--- config.mk ---
export PLATFORM = sky130hd
export DESIGN_NAME = keypad_code_lock_unit
export DESIGN_NICKNAME = d
export VERILOG_FILES = /design/src/sv/kcl_pkg.sv /design/src/sv/kcl_step.sv /design/src/sv/keypad_code_lock_unit.sv
export SDC_FILE = /design/constraint.sdc
export NUM_CORES = 1
export LEC_CHECK = 0
export ABC_AREA = 1
export BUFFER_PORTS_ARGS = -buffer_cell sky130_fd_sc_hd__buf_2
export CAP_MARGIN = 20
export CELL_PAD_IN_SITES_DETAIL_PLACEMENT = 1
export CELL_PAD_IN_SITES_GLOBAL_PLACEMENT = 1
export CORE_AREA = 5 5 98 123
export CTS_CLUSTER_DIAMETER = 100
export DETAILED_ROUTE_END_ITERATION = 12
export DIE_AREA = 0 0 103 128
export GPL_TIMING_DRIVEN = 0
export MAX_ROUTING_LAYER = met4
export PLACE_DENSITY_LB_ADDON = 0.1
export SETUP_SLACK_MARGIN = 0.3
export SLEW_MARGIN = 20
export SYNTH_ARGS = -nofsm -noshare
export SYNTH_HDL_FRONTEND = slang
export SYNTH_SLANG_ARGS = --single-unit
--- constraint.sdc ---
create_clock -name i_clk -period 3.4 [get_ports i_clk]
set_input_delay 0.68 -clock i_clk [delete_from_list [all_inputs] [get_ports i_clk]]
set_output_delay 0.68 -clock i_clk [all_outputs]
set_load 0.02 [all_outputs]
--- src/sv/kcl_pkg.sv ---
// Shared types, constants and key decoding for the keypad code lock.
package kcl_pkg;

    localparam int CODE_DIGITS = 4;
    localparam int CNT_W       = $clog2(CODE_DIGITS + 1);
    localparam int CODE_W      = 16;

    localparam logic [CODE_W-1:0] SECRET_RESET = 16'h7196;

    localparam logic [3:0] KEY_STAR = 4'd10;
    localparam logic [3:0] KEY_HASH = 4'd11;

    localparam logic [1:0] ROW_STAR_HASH = 2'd3;

    localparam logic [2:0] EV_NONE    = 3'd0;
    localparam logic [2:0] EV_PROMPT  = 3'd1;
    localparam logic [2:0] EV_CLEARED = 3'd2;
    localparam logic [2:0] EV_ECHO    = 3'd3;
    localparam logic [2:0] EV_WELCOME = 3'd4;
    localparam logic [2:0] EV_WRONG   = 3'd5;

    typedef struct packed {
        logic             armed;
        logic [CNT_W-1:0] digit_count;
        logic             relay;
        logic [1:0]       scan_row;
        logic             awaiting;
        logic [1:0]       held_col;
        logic [3:0]       held_key;
    } t_lock_state;

    typedef logic [CODE_DIGITS-1:0][3:0] t_digits;

    typedef struct packed {
        logic [2:0] display_event;
        logic [3:0] key_code;
        logic       key_valid;
        logic       relay_on;
        logic [1:0] row_drive;
    } t_result;

    localparam t_lock_state STATE_RESET = '{
        armed:       1'b0,
        digit_count: '0,
        relay:       1'b0,
        scan_row:    2'd0,
        awaiting:    1'b0,
        held_col:    2'd0,
        held_key:    4'd0
    };

    function automatic logic [3:0] key_map(input logic [1:0] row, input logic [1:0] col);
        logic [3:0] key;
        unique case ({row, col})
            4'b00_00: key = 4'd1;
            4'b00_01: key = 4'd2;
            4'b00_10: key = 4'd3;
            4'b01_00: key = 4'd4;
            4'b01_01: key = 4'd5;
            4'b01_10: key = 4'd6;
            4'b10_00: key = 4'd7;
            4'b10_01: key = 4'd8;
            4'b10_10: key = 4'd9;
            4'b11_00: key = KEY_STAR;
            4'b11_01: key = 4'd0;
            4'b11_10: key = KEY_HASH;
            default:  key = 4'd0;
        endcase
        return key;
    endfunction

endpackage

--- src/sv/kcl_step.sv ---
// Next-state and result logic for one keypad scan tick.
module kcl_step
    import kcl_pkg::*;
(
    input  t_lock_state       i_state,
    input  t_digits           i_digits,
    input  logic [2:0]        i_cols,
    input  logic [CODE_W-1:0] i_secret,
    output t_lock_state       o_state,
    output t_digits           o_digits,
    output t_result           o_result
);

    logic [3:0]         cols_ext;
    logic [31:0]        code_ext;
    logic [1:0]         row;
    logic               col_hit;
    logic [1:0]         col;
    logic [CNT_W:0]     count_inc;
    logic               match;
    logic [3:0]         digit;
    logic [2:0]         event_code;
    logic               key_valid;

    assign cols_ext  = {1'b0, i_cols};
    assign code_ext  = 32'(i_secret);
    assign count_inc = {1'b0, i_state.digit_count} + (CNT_W+1)'(1);
    assign row       = i_state.armed ? i_state.scan_row : ROW_STAR_HASH;

    // The final digit is compared together with the digits already stored.
    always_comb begin
        match = 1'b1;
        for (int i = 0; i < CODE_DIGITS; i++) begin
            digit = (i_state.digit_count == CNT_W'(i)) ? i_state.held_key : i_digits[i];
            if (digit != code_ext[4*(CODE_DIGITS-1-i) +: 4]) begin
                match = 1'b0;
            end
        end
    end

    always_comb begin
        col_hit = 1'b1;
        col     = 2'd0;
        priority if (i_cols[0]) begin
            col = 2'd0;
        end else if (i_cols[1] && i_state.armed) begin
            col = 2'd1;
        end else if (i_cols[2]) begin
            col = 2'd2;
        end else begin
            col_hit = 1'b0;
        end
    end

    always_comb begin
        o_state    = i_state;
        o_digits   = i_digits;
        key_valid  = 1'b0;
        event_code = EV_NONE;
        if (i_state.awaiting) begin
            if (!cols_ext[i_state.held_col]) begin
                o_state.awaiting = 1'b0;
                o_state.scan_row = 2'd0;
                key_valid        = 1'b1;
                if (i_state.held_key == KEY_STAR) begin
                    o_state.armed       = 1'b1;
                    o_state.digit_count = '0;
                    event_code          = EV_PROMPT;
                end else if (i_state.held_key == KEY_HASH) begin
                    o_state.digit_count = '0;
                    o_state.relay       = 1'b0;
                    event_code          = EV_CLEARED;
                end else begin
                    for (int i = 0; i < CODE_DIGITS; i++) begin
                        if (i_state.digit_count == CNT_W'(i)) begin
                            o_digits[i] = i_state.held_key;
                        end
                    end
                    if (count_inc >= (CNT_W+1)'(CODE_DIGITS)) begin
                        o_state.armed       = 1'b0;
                        o_state.digit_count = '0;
                        o_state.relay       = match;
                        event_code          = match ? EV_WELCOME : EV_WRONG;
                    end else begin
                        o_state.digit_count = count_inc[CNT_W-1:0];
                        event_code          = EV_ECHO;
                    end
                end
            end
        end else if (col_hit) begin
            o_state.awaiting = 1'b1;
            o_state.held_col = col;
            o_state.held_key = key_map(row, col);
        end else if (i_state.armed) begin
            o_state.scan_row = i_state.scan_row + 2'd1;
        end
    end

    always_comb begin
        o_result.row_drive     = o_state.armed ? o_state.scan_row : ROW_STAR_HASH;
        o_result.relay_on      = o_state.relay;
        o_result.key_valid     = key_valid;
        o_result.key_code      = key_valid ? i_state.held_key : 4'd0;
        o_result.display_event = event_code;
    end

endmodule

--- src/sv/keypad_code_lock_unit.sv ---
// Keypad code lock top level: input register, lock state and result register.
//
//  channel   dir  handshake                 payload
//  s (in)    in   i_s_tvalid / o_s_tready   i_s_tdata  [7:0]  column sample
//  m (out)   out  o_m_tvalid / i_m_tready   o_m_tdata [15:0]  scan result
//  cfg       in   i_cfg_wr_en               i_cfg_wr_data [15:0] secret code
//
// Each beat passes through the input register, then through the step logic into the result
// register. A new beat is accepted every cycle while the output is not stalled;
// the lock state is updated once per beat.
// Reset returns the lock to disarmed, relay off, and the code to 0x7196.
// A stalled output holds its beat while one more input beat waits in the input register.
module keypad_code_lock_unit
    import kcl_pkg::*;
(
    input  logic        i_clk,
    input  logic        i_rst_n,
    input  logic        i_s_tvalid,
    output logic        o_s_tready,
    input  logic [7:0]  i_s_tdata,     // [2:0] column_sense, [7:3] zero
    output logic        o_m_tvalid,
    input  logic        i_m_tready,
    output logic [15:0] o_m_tdata,     // [1:0] row_drive, [2] relay_on, [3] key_valid,
                                       // [7:4] key_code, [10:8] display_event, [15:11] zero
    input  logic        i_cfg_wr_en,
    input  logic [15:0] i_cfg_wr_data
);

    logic              r_in_valid;
    logic [2:0]        r_in_cols;
    logic              r_out_valid;
    t_result           r_out;
    t_lock_state       r_state;
    t_digits           r_digits;
    logic [CODE_W-1:0] r_secret;

    t_lock_state       n_state;
    t_digits           n_digits;
    t_result           n_out;
    logic              advance;

    assign advance    = r_in_valid && (!r_out_valid || i_m_tready);
    assign o_s_tready = !r_in_valid || advance;
    assign o_m_tvalid = r_out_valid;
    assign o_m_tdata  = {5'd0, r_out};

    kcl_step u_step (
        .i_state  (r_state),
        .i_digits (r_digits),
        .i_cols   (r_in_cols),
        .i_secret (r_secret),
        .o_state  (n_state),
        .o_digits (n_digits),
        .o_result (n_out)
    );

    always_ff @(posedge i_clk) begin
        if (!i_rst_n) begin
            r_in_valid  <= 1'b0;
            r_out_valid <= 1'b0;
            r_state     <= STATE_RESET;
            r_secret    <= SECRET_RESET;
        end else begin
            if (o_s_tready) begin
                r_in_valid <= i_s_tvalid;
            end
            if (advance) begin
                r_out_valid <= 1'b1;
                r_state     <= n_state;
            end else if (i_m_tready) begin
                r_out_valid <= 1'b0;
            end
            if (i_cfg_wr_en) begin
                r_secret <= i_cfg_wr_data;
            end
        end
    end

    always_ff @(posedge i_clk) begin
        if (o_s_tready && i_s_tvalid) begin
            r_in_cols <= i_s_tdata[2:0];
        end
        if (advance) begin
            r_out    <= n_out;
            r_digits <= n_digits;
        end
    end

`ifndef SYNTHESIS
    a_count_range: assert property (@(posedge i_clk) disable iff (!i_rst_n)
        r_state.digit_count < CNT_W'(CODE_DIGITS))
        else $error("digit count reached the code length");

    a_held_col: assert property (@(posedge i_clk) disable iff (!i_rst_n)
        r_state.held_col != 2'd3)
        else $error("held column out of range");

    a_event_with_key: assert property (@(posedge i_clk) disable iff (!i_rst_n)
        r_out_valid && r_out.key_valid |-> r_out.display_event != EV_NONE)
        else $error("accepted key produced no display event");

    a_welcome_relay: assert property (@(posedge i_clk) disable iff (!i_rst_n)
        r_out_valid && r_out.display_event == EV_WELCOME |-> r_out.relay_on)
        else $error("welcome reported with relay off");

    a_empty_ready: assert property (@(posedge i_clk) disable iff (!i_rst_n)
        !r_out_valid |-> o_s_tready)
        else $error("input stalled while result register empty");
`endif

endmodule
Yosys cells after proc, flatten, opt, wreduce, memory -nomap -nowiden --
Memory sizes are Yosys's and may differ from the RTL's. Cells that the tools add are included.
Word-level totals: flip-flop bits (word level) 62, memory bits (read-only) 64, input port bits 29, logic and storage cells 94, memories kept 1
Cells by class: add/subtract/negate cells 2, $lt $le $gt $ge 2, eq/ne operators 9, muxes and demuxes 38, bitwise logic cells 5, reduce and logical (&&, ||, !) cells 15
Memories:
- (no name shown) | words 16, width 4, rd ports 1, clocked after Yosys merged registers in 0, write ports 0, RTL line kcl_pkg.sv:54 | unique case ({row, col})
Operators with widths (count):
- 2-to-1 mux 4 bit | 6
- 2-to-1 mux 1 bit | 18
- 2-to-1 mux 2 bit | 8
- inequality test 4 bit | 4
- == test 4 bit, second input constant | 2
- 2-to-1 mux 8 bit | 1
- 2-to-1 mux 7 bit | 1
- == test 3 x 2 -> 1 bit, second input constant | 2
- 2-to-1 mux 3 bit | 2
- AND reduction 3 bit | 2
- 2-to-1 mux 5 bit | 1
- NOT 1 bit | 5
- AND reduction 5 bit | 1
- OR reduction 5 bit | 1
- adder 3 x 1 -> 4 bit, second input constant | 1
- >= comparator 4 x 3 -> 1 bit, second input constant | 1
- == test 3 x 1 -> 1 bit, second input constant | 1
- logical AND 1 bit | 3
- zero test 3 bit | 1
- < comparator 2 x 3 -> 1 bit, second input constant | 1
- OR reduction 3 bit | 1
- adder 2 x 1 -> 2 bit, second input constant | 1
- binary-select mux 1 bit (select 2 bit) | 1
- zero test 1 bit | 2
- 3 further kinds | 4

Longest topological paths before layout --
Gate-level depths: netlist of the first run.
depth after elaboration 12, mapped depth 15, mapped depth without buffers 14

Hierarchy --
Synthesis of the first run repeated with hierarchy kept, for this count alone.
Unflattened totals: cell total of the unflattened synthesis 506, area total of the unflattened synthesis 3649.8 sq um
By module, submodules not included:
- keypad_code_lock_unit | times used 1, cells each 209, area each 2247.2 sq um
- kcl_step | times used 1, cells each 297, area each 1402.6 sq um

Worst setup path after synthesis of the first run --
Ideal clock, no wire load.
kind input to register, start in i_m_tready, end reg r_state[2] (netlist name), arrival time 1.860 ns, required time 3.281 ns, setup slack 1.421 ns, stages on the path 9, buffers on the path 0, cells stage by stage inv_1 nand2_1 nand2_2 inv_1 nand2_1 nor2_4 inv_1 o21ai_0 a21oi_1
On the way: longest elaborated chain between the ends 3
Ends and longest elaborated chain:
- start: declaration | RTL line keypad_code_lock_unit.sv:22 | input logic i_m_tready,
- logical OR 1 bit | RTL line keypad_code_lock_unit.sv:42 | assign advance = r_in_valid && (!r_out_valid || i_m_tready);
- logical AND 1 bit | RTL line keypad_code_lock_unit.sv:42
- net advance | RTL line keypad_code_lock_unit.sv:40 | logic advance;
- AND reduction 3 bit (no source line)
- end signal: assignment | RTL line keypad_code_lock_unit.sv:69 | r_state <= n_state;
- end: declaration | RTL line keypad_code_lock_unit.sv:33 | t_lock_state r_state;
The timed path passes the listed nets, and every way through them passes these cells. A chain may end at the register's enable or synchronous reset.

Final worst setup path of the first run --
start reg r_in_cols[0], end reg r_digits[7] (netlist name) (enable)
On the way: longest elaborated chain between the ends 4
Ends and longest elaborated chain:
- start: declaration | RTL line keypad_code_lock_unit.sv:30 | logic [2:0] r_in_cols;
- start signal: assignment | RTL line keypad_code_lock_unit.sv:81 | r_in_cols <= i_s_tdata[2:0];
- binary-select mux 1 bit (select 2 bit) | RTL line kcl_step.sv:61 | if (!cols_ext[i_state.held_col]) begin
- 2-to-1 mux 1 bit (not written as such) | RTL line kcl_step.sv:61
- NOT 1 bit (no source line)
- AND reduction 5 bit (no source line)
- end signal: assignment | RTL line keypad_code_lock_unit.sv:85 | r_digits <= n_digits;
- end: declaration | RTL line keypad_code_lock_unit.sv:34 | t_digits r_digits;
No other way between the ends. The select of a mux whose other input is x is not followed.

==> results of run 1 <==
[layout make-up]
type	count	area, sq um
flip-flops and latches	62	1540
inverters	54	203
fillers	1364	7070
well taps	135	169
repair buffers	35	175
clock buffers	9	225
plain buffers	13	78.8
multi-input cells	260	1340
clock inverters	7	65.1
[critical path, cell delays in order (launching register included)]
cell,delay [ns]
edfxtp_1,0.41
inv_1,0.10
nand2_1,0.07
o211ai_2,0.06
nand2_1,0.14
nor2_4,0.19
inv_2,0.13
nor2_4,0.11
inv_2,0.05
nor2_4,0.47
[cells by family after synthesis]
logic type / after synthesis
and+or+nand+nor: 182
buffers and inverters: 67
AOI/OAI and AO/OA: 63
DFF: 62
adders and majority gates: 10
other: 1
[metal layers]
| metal | share of wire | wire, um | vias up |
|---|---|---|---|
| li1 | - | - | 1357 |
| met1 | 0.45 | 3860 | 1272 |
| met2 | 0.51 | 4460 | 28 |
| met3 | 0.022 | 193 | 9 |
| met4 | 0.017 | 148 | 0 |
| met5 | 0 | 0 | - |
[power groups by stage]
stage	Clock (uW)	Sequential, uW	Combinational, uW
3_5_place_dp	0	860	190
2_1_floorplan	0	858	122
5_1_grt	953	848	214
4_1_cts	921	845	191
6_report	896	844	185
3_3_place_gp	0	859	187
[how the worst max path moves through the flow]
stage,from,cells past startpoint,to
final,r_in_cols[0],9,r_digits[7]
after global routing,i_m_tready,10,r_state[2]
after floorplan,i_m_tready,9,r_state[2]
after CTS,r_in_cols[0],9,r_digits[7]
after global placement,i_m_tready,10,r_state[2]
after detailed placement,i_m_tready,10,r_state[2]
[layout by cell type (no fill, tap or decap), types with 4 or more instances in the layout]
master	netlist	routed
clkbuf_16	0	9
inv_1	51	51
nand2_4	4	4
nor2_1	23	23
nand2_2	7	7
buf_2	0	35
buf_4	6	6
nor2_4	4	4
clkbuf_1	5	5
nand3_1	46	46
a21oi_1	26	26
conb_1	1	5
nand2_1	89	89
ha_1	10	10
dfxtp_1	32	32
edfxtp_1	30	30
o21ai_0	28	28
[through the flow]
stage               area (sq um)  hold WS (ns)  power (uW)
floorplan                   3160         0.442         980
global placement            3500         0.465        1050
detailed placement          3500         0.475        1050
CTS                         3790         0.485        1960
global route                3790         0.502        2020
finish                      3790         0.483        1930
[flip-flops by register name (all words and copies together) (netlist names)]
register and cells:
r_secret 16, r_state 14, o_m_tdata 11, o_m_tvalid 1, r_in_cols 3, r_digits 16
r_in_valid 1
[cell usage after synthesis, drive strengths merged]
| master | instances | area share |
|---|---|---|
| inv | 54 | 0.064 |
| o31ai | 1 | 0.0024 |
| nand4 | 1 | 0.0020 |
| nand3b | 2 | 0.0048 |
| dfxtp | 32 | 0.20 |
| nor2 | 29 | 0.046 |
| conb | 1 | 0.0012 |
| a21oi | 26 | 0.041 |
| nor4 | 1 | 0.0020 |
| ha | 10 | 0.040 |
| o211ai | 2 | 0.0064 |
| nor3 | 3 | 0.0084 |
| clkbuf | 5 | 0.0060 |
| a31oi | 2 | 0.0040 |
| nand3 | 46 | 0.073 |
| edfxtp | 30 | 0.29 |
| buf | 8 | 0.019 |
| nand2 | 100 | 0.13 |
| o21ai | 31 | 0.052 |
| a41oi | 1 | 0.0028 |
==> reports/metrics.csv, run 1 <==
metric,value,unit
postcts setup bufs,0,
P per Cell Area,508,nW/um^2
std cell rows,43,
Logic pwr share,0.096,
register area share after synthesis,0.490,
Max Clock Skew,0.00406,ns
global-route wire length before repair,14.3,mm
Compound-Gate Fraction of Synth Area,0.109,
"Slew Viols, Final",0,
First DRT Iteration DRCs,61,
Clock power frac,0.465,
Syn Area/Cell,8.17,sq um
post-detailed-route DRC marker count,0,
maxcap violations,0,
Cells after DPL,559,
PnR worst setup slack,1.30,ns
Final period util,0.619,
Critical Path RT,3.37,ns
fin nets,474,
GR Util met3,0.0283,
worst min path class,register to register,
largest net degree at the start of global routing,19,
Vias,2666,
Leakage,0.00167,uW
Post-CTS Hold Buffers,0,
CORE AREA,10900,sq um
RSZ-0062 raised after global routing,no,
ANT nets after route,0,
Sw Ratio,0.252,
post-CTS sizing,0,
grt ovf,0,
Post-Synth Simple-Gate Area,0.271,
H-tree lvl count,3,
combinational family with the most area after synthesis,simple AND/OR/NAND/NOR gates,
Least-Margin Pin Slew,0.711,ns
Adder-Cell Fraction of Synth Area,0.0398,
TritonCTS clock tree,yes,
ratio of cells with drive above 1 in the final layout,0.182,
dpl hpwl,6.65,mm
I/O Pins,47,
number of buffers created by CTS,9,
GRT met2 Usage,0.246,
grt met1 use,0.176,
Synth Area in XOR/XNOR,0,
hold path cells,2,
crit-path max FO,18,
Synth warnings,0,
Crit path arrival time,2.07,ns
synthesized area,3140,sq um
Mapped Cells,385,
internal cell power,1440,uW
drt pass-1 iters,4,
setup TNS,0,ns
# setup viols final,0,
Vias/cell,4.64,
r2r setup slk,1.30,ns
Port Buffers,35,
Synth Register Bits,62,
n_diodes,0,
final hold violations,0,
Die Width,103,um
Max clock buf depth,2,
proportion of synthesized area in mux cells,0,
Synth cell types,31,
Routed WL per cell,15.1,um
GPL Wtd Cong,0.747,
Die Area,13200,sq um
capturing point of the worst reg2reg path,r_digits[7],
clk sink count,62,
antenna violations before repair,0,
clk root buf,clkbuf_16,
vias in the first global route,2882,
status,finished clean,
FF-to-FF Start,r_in_cols[0],
fmax,475,MHz
"CTS clk-pin slew, worst paths",0.05,ns
final core utilization,0.349,
worst reg-to-reg path cell count,9,
total track usage,0.148,
busiest layer in global routing,met2,
Final Critical Period,2.10,ns
register share of total power,0.438,
die extent in y,128,um
Layout area overhead,20.7,%
clk_lat worst skew,0.33,ns
hold path start,r_secret[6],
pre-CTS setup slack,0.935,ns
Max-slew headroom,0.526,
Setup CP Type,register to register,
Max VDD drop,0.000231,V
P_sw,486,uW
Hold Path End,r_secret[6],
final WL,8.67,mm
crit end category,register,
Final Instance Count excl. Fillers,575,
Initial Utilization,0.289,
Startpoint Class,register,
Power figures use the tool's default switching activity.
==> run 2, diff against run 1 <==
clock period = 1.9 ns   (was 3.4 ns; I/O delays follow)
==> run 2 against run 1 <==
Compared with the run above: wire length is 12% higher; cell count is 6.1% higher; sequential share of layout area is 6.7 points lower; core utilization is 7.3 points higher; via count is 6.5% higher; clock-buffer cell count is 5 higher; first-iteration DRC count stayed put; clock skew is 0.0039 ns higher; global-route usage is 0.97 points higher; worst hold slack worse by 0.27 ns; critical endpoint is now o_m_tdata[8]; largest cell class is now multi-input combinational cells.
==> reports/metrics.csv, run 2 (synthesized netlist as in run 1, its figures left out) <==
metric,value,unit,change
vias in the first global route,3072,,+6.6%
Startpoint Class,register,,
Leakage,0.00193,uW,+15%
FF-to-FF Start,r_state[10],,
fin nets,509,,+7.4%
r2r setup slk,0.03,ns,-1.27 ns
number of buffers created by CTS,9,,unchanged
setup TNS,0,ns,unchanged
P per Cell Area,751,nW/um^2,+48%
worst reg-to-reg path cell count,12,,+3
ANT nets after route,0,,unchanged
Crit-path slowest cell,dfxtp_4,,
worst-path cell chain,clkinvlp_4 > ha_4 > nand2_4 > nand2_1 > nand3_2 > nand3_2 > nor2_4 > nand2_2 > nor2_4 > nand3b_1 > nand3_1 > inv_1,,
Port Buffers,35,,unchanged
First DRT Iteration DRCs,61,,unchanged
P_sw,910,uW,+87%
critical path's largest stage delay,0.40,ns,-0.07 ns
clk root buf,clkbuf_16,,
ratio of cells with drive above 1 in the final layout,0.387,,+0.206
worst min path class,input port to register,,
capturing point of the worst reg2reg path,o_m_tdata[8],,
Final Critical Period,1.87,ns,-0.233 ns
Vias,2838,,+6.5%
Initial Utilization,0.289,,unchanged
"CTS clk-pin slew, worst paths",0.06,ns,about the same
Die Area,13200,sq um,unchanged
status,finished clean,,
H-tree lvl count,3,,unchanged
total track usage,0.158,,+0.00968
Crit path arrival time,1.96,ns,-0.11 ns
Routed WL per cell,15.9,um,+5.3%
clk_lat worst skew,0.34,ns,about the same
Die Width,103,um,unchanged
instance count on the critical path,12,,+3
"commonest cells after routing, fill and taps aside","nand2_1 (73), inv_1 (39), nand3_1 (36)",,
GPL Wtd Cong,0.757,,+1.3%
Regs by FF count,"r_digits: 16 flops, r_secret: 16 flops, r_state: 14 flops",,
Cells after DPL,559,,unchanged
final WL,9.68,mm,+12%
crit end category,register,,
Max clock buf depth,2,,unchanged
Final Instance Count excl. Fillers,610,,+6.1%
antenna violations before repair,0,,unchanged
I/O Pins,47,,unchanged
clk sink count,62,,unchanged
Clock power frac,0.421,,-0.044
FILL cells,1297,,-4.9%
drt pass-1 iters,4,,unchanged
fmax,535,MHz,+12%
TritonCTS clock tree,yes,,
crit-path max FO,6,,-12
Logic pwr share,0.139,,+0.043
register share of total power,0.440,,+0.002
Max Clock Skew,0.00797,ns,+0.00392 ns
post-detailed-route DRC marker count,0,,unchanged
Setup CP Type,register to register,,
# setup viols final,0,,unchanged
worst setup path end,o_m_tdata[8],,
Final period util,0.985,,+0.366
Critical Path RT,1.99,ns,-1.38 ns
"Slew Viols, Final",0,,unchanged
die extent in y,128,um,unchanged
Layout area overhead,46.0,%,
internal cell power,2540,uW,+76%
Vias/cell,4.65,,+0.34%
global-route wire length before repair,15.3,mm,+6.9%
CORE AREA,10900,sq um,unchanged
RSZ-0062 raised after global routing,yes,,
final hold violations,0,,unchanged
std cell rows,43,,unchanged
"CP delay by family, top",simple AND/OR/NAND/NOR gates,,
Least-Margin Pin Slew,0.777,ns,+0.0653 ns
CP Launch Point,r_state[10],,
CP bufs+invs,2,,-1
n_diodes,0,,unchanged
Max VDD drop,0.000373,V,+62%
dpl hpwl,6.60,mm,-0.73%
"commonest non-fill, non-tap cell in the layout",nand2_1,,
grt ovf,0,,unchanged
Max-slew headroom,0.482,,-0.0435
maxcap violations,0,,unchanged
Sw Ratio,0.264,,+0.0118
largest net degree at the start of global routing,11,,-8
## run 2: per-stage QoR
| step | total power (uW) | cell area [sq um] | utilization | hold slack (ns) | worst slack [ns] |
|---|---|---|---|---|---|
| floorplan | 1760 | 3170 | - | 0.442 | 0.222 |
| global placement | 1870 | 3510 | 0.323 | 0.463 | -0.150 |
| detailed placement | 1880 | 3510 | 0.323 | 0.470 | -0.162 |
| CTS | 3410 | 4210 | 0.387 | 0.210 | 0.0229 |
| global route | 3620 | 4590 | 0.422 | 0.212 | -0.0821 |
| finish | 3450 | 4590 | 0.422 | 0.213 | 0.0291 |
## run 2: worst min path at each step
stage	from	end	slack, ns	cells after the start
after floorplan	r_secret[12]	r_secret[12]	0.44	2
after global placement	r_secret[15]	r_secret[15]	0.46	2
after detailed placement	r_secret[15]	r_secret[15]	0.47	2
after CTS	i_s_tdata[1]	r_in_cols[1]	0.21	1
after global routing	i_s_tdata[0]	r_in_cols[0]	0.21	1
final	i_s_tdata[1]	r_in_cols[1]	0.21	1
## run 2: power by group through the flow
| stage | clock network [uW] | logic [uW] | registers [uW] |
|---|---|---|---|
| 2_1_floorplan | 0 | 222 | 1530 |
| 3_3_place_gp | 0 | 336 | 1540 |
| 3_5_place_dp | 0 | 342 | 1540 |
| 4_1_cts | 1490 | 408 | 1510 |
| 5_1_grt | 1560 | 530 | 1520 |
| 6_report | 1450 | 478 | 1520 |
## run 2: per-layer routing
layer	wire (um)	GRT usage	part of all wire
met1	3870	0.176	0.40
met3	282	0.0386	0.029
met4	170	0.0526	0.018
met2	5360	0.274	0.55
met5	0	-	0
## run 2: cell type report
type	instances	area [sq um]	share of cell area
plain buffers	13	87.6	0.0191
clock buffers	14	244	0.0532
clock inverters	2	10.0	0.00218
inverters	54	215	0.0469
multi-input cells	260	1710	0.372
flip-flops and latches	62	1560	0.339
well taps	135	169	0.0368
repair buffers	70	598	0.130
## run 2: timing repair
| item | 4_1_cts | 5_1_grt |
|---|---|---|
| setup endpoints to repair | 29 | 32 |
| gates cloned | 2 | 0 |
| setup buffers | 20 | 13 |
| hold buffers | 0 | 0 |
| resized for setup | 44 | 77 |
| hold endpoints to repair | 0 | 0 |
| pin swaps | 15 | 37 |
==> run 3, diff against run 2 <==
clock period = 2.21 ns   (was 1.9 ns; I/O delays follow)
==> run 3 against run 2 <==
Compared with the run above: non-clock buffer count decreased by 20; final area decreased by 11%; worst setup slack improved by 0.35 ns; clock-buffer cell count decreased by 5; cell count decreased by 3.3%; largest cell class is now registers; clock skew decreased by 0.0043 ns; wire length decreased by 9.1%; sequential power decreased by 14%; worst hold slack improved by 0.070 ns.
==> reports/metrics.csv, run 3 (synthesized netlist as in run 1, its figures left out) <==
metric,value,unit,change
setup TNS,0,ns,unchanged
Setup CP Type,register to register,,
crit-path max FO,6,,unchanged
worst-path cell chain,clkinvlp_4 > ha_4 > nand2_4 > nand2_1 > nand3_1 > nand3_1 > nor2_2 > nand2_2 > nor2_4 > nand3b_1 > nand3_1 > inv_1,,
Critical Path RT,2.30,ns,+0.31 ns
post-detailed-route DRC marker count,0,,unchanged
crit end category,register,,
std cell rows,43,,unchanged
clk_lat worst skew,0.33,ns,about the same
fin nets,489,,-3.9%
internal cell power,2230,uW,-12%
Max-slew headroom,0.521,,+0.0385
P per Cell Area,734,nW/um^2,-2.3%
Max clock buf depth,2,,unchanged
Clock power frac,0.461,,+0.040
antenna violations before repair,0,,unchanged
# setup viols final,0,,unchanged
Post-CTS Hold Buffers,0,,unchanged
CP dominant cell by count,nand3_1,,
Logic pwr share,0.104,,-0.035
die extent in y,128,um,unchanged
First DRT Iteration DRCs,61,,unchanged
drt pass-1 iters,4,,unchanged
number of buffers created by CTS,9,,unchanged
Crit-path slowest cell,dfxtp_4,,
fmax,546,MHz,+2.1%
Placement Cell Area,3500,sq um,-0.32%
"commonest cells after routing, fill and taps aside","nand2_1 (80), inv_1 (47), nand3_1 (45)",,
ANT nets after route,0,,unchanged
n_diodes,0,,unchanged
Leakage,0.00176,uW,-9.0%
Die Area,13200,sq um,unchanged
total track usage,0.149,,-0.00888
critical path's largest stage delay,0.38,ns,-0.02 ns
register share of total power,0.434,,-0.006
fin area,4070,sq um,-11%
Final Critical Period,1.83,ns,-0.0393 ns
final WL,8.80,mm,-9.1%
Crit path arrival time,1.92,ns,-0.04 ns
clk sink count,62,,unchanged
vias in the first global route,2913,,-5.2%
Routed WL per cell,14.9,um,-6.1%
final hold violations,0,,unchanged
TritonCTS clock tree,yes,,
worst min path class,input port to register,,
Max VDD drop,0.000352,V,-5.6%
Max Clock Skew,0.00369,ns,-0.00428 ns
ratio of cells with drive above 1 in the final layout,0.270,,-0.117
Vias,2724,,-4.0%
P_sw,756,uW,-17%
grt ovf,0,,unchanged
Regs by FF count,"r_digits: 16 flops, r_secret: 16 flops, r_state: 14 flops",,
"Slew Viols, Final",0,,unchanged
I/O Pins,47,,unchanged
Die Width,103,um,unchanged
clk root buf,clkbuf_16,,
Final period util,0.829,,-0.156
Initial Utilization,0.289,,unchanged
largest net degree at the start of global routing,19,,+8
GPL Wtd Cong,0.747,,-1.3%
Vias/cell,4.62,,-0.76%
CORE AREA,10900,sq um,unchanged
"CTS clk-pin slew, worst paths",0.05,ns,about the same
Port Buffers,35,,unchanged
Startpoint Class,register,,
Sw Ratio,0.253,,-0.0107
RSZ-0062 raised after global routing,yes,,
Least-Margin Pin Slew,0.719,ns,-0.0578 ns
maxcap violations,0,,unchanged
Layout area overhead,29.5,%,
worst hold margin,0.283,ns,+0.0699 ns
"commonest non-fill, non-tap cell in the layout",nand2_1,,
status,finished clean,,
dpl hpwl,6.65,mm,+0.74%
H-tree lvl count,3,,unchanged
global-route wire length before repair,14.4,mm,-5.9%
-- run 3: cell count changes in the layout (fill, tap and decap cells not counted), sizes merged --
cell	delta
buf	-19
clkbuf	-6
clkinvlp	+3
bufinv	+1
clkinv	+1
-- run 3: final cells by class --
cell class	instances	area [sq um]
Fill cell	1338	6800
Sequential cell	62	1550
Multi-Input combinational cell	260	1460
Timing Repair Buffer	50	300
Clock buffer	9	225
Inverter	54	213
Tap cell	135	169
Buffer	13	86.3
Clock inverter	7	65.1
-- run 3: per-stage QoR --
stage / cells / util / worst slack (ns) / total power, uW
2_1_floorplan: 389 / - / 0.469 / 1510
3_3_place_gp: 559 / 0.322 / 0.00879 / 1610
3_5_place_dp: 559 / 0.322 / -0.0175 / 1620
4_1_cts: 577 / 0.359 / 0.300 / 3010
5_1_grt: 590 / 0.375 / 0.275 / 3120
6_report: 590 / 0.375 / 0.378 / 2990
-- run 3: timing repair --
item                                    in CTS  in global routing
endpoints found under the setup margin      24                 25
pin swaps                                    4                 15
resized for setup                           20                 21
gates cloned                                 0                  0
buffers inserted                             2                 13
-- run 3: layer usage --
metal / global-route usage / part of all wire / up-vias
li1: - / - / 1390
met1: 0.176 / 0.44 / 1297
met3: 0.0283 / 0.022 / 9
met5: - / 0 / -
met2: 0.248 / 0.52 / 28
met4: 0.0595 / 0.017 / 0
-- run 3: path summary, 6_finish.rpt --
path	end	depth (start not counted)	slack, ns	startpoint
max	o_m_tdata[8]	12	0.38	r_state[10]
min	r_in_cols[1]	1	0.28	i_s_tdata[1]
max reg2reg	o_m_tdata[8]	12	0.38	r_state[10]
min reg2reg	r_secret[6]	2	0.48	r_secret[6]
-- run 3: power groups by stage --
stage | clock (uW) | combinational, uW | sequential [uW]
CTS | 1420 | 300 | 1300
floorplan | 0 | 188 | 1320
global route | 1470 | 355 | 1300
finish | 1380 | 311 | 1300
detailed placement | 0 | 292 | 1320
global placement | 0 | 288 | 1320
-- run 3: worst max-delay path, delay by kind of cell, from the launching register on --
kind	cells	cell delay, ns
AND/OR/NAND/NOR	9	0.82
flip-flops	1	0.38
buffers and inverters	2	0.18
adder cells (fa/ha/maj)	1	0.21
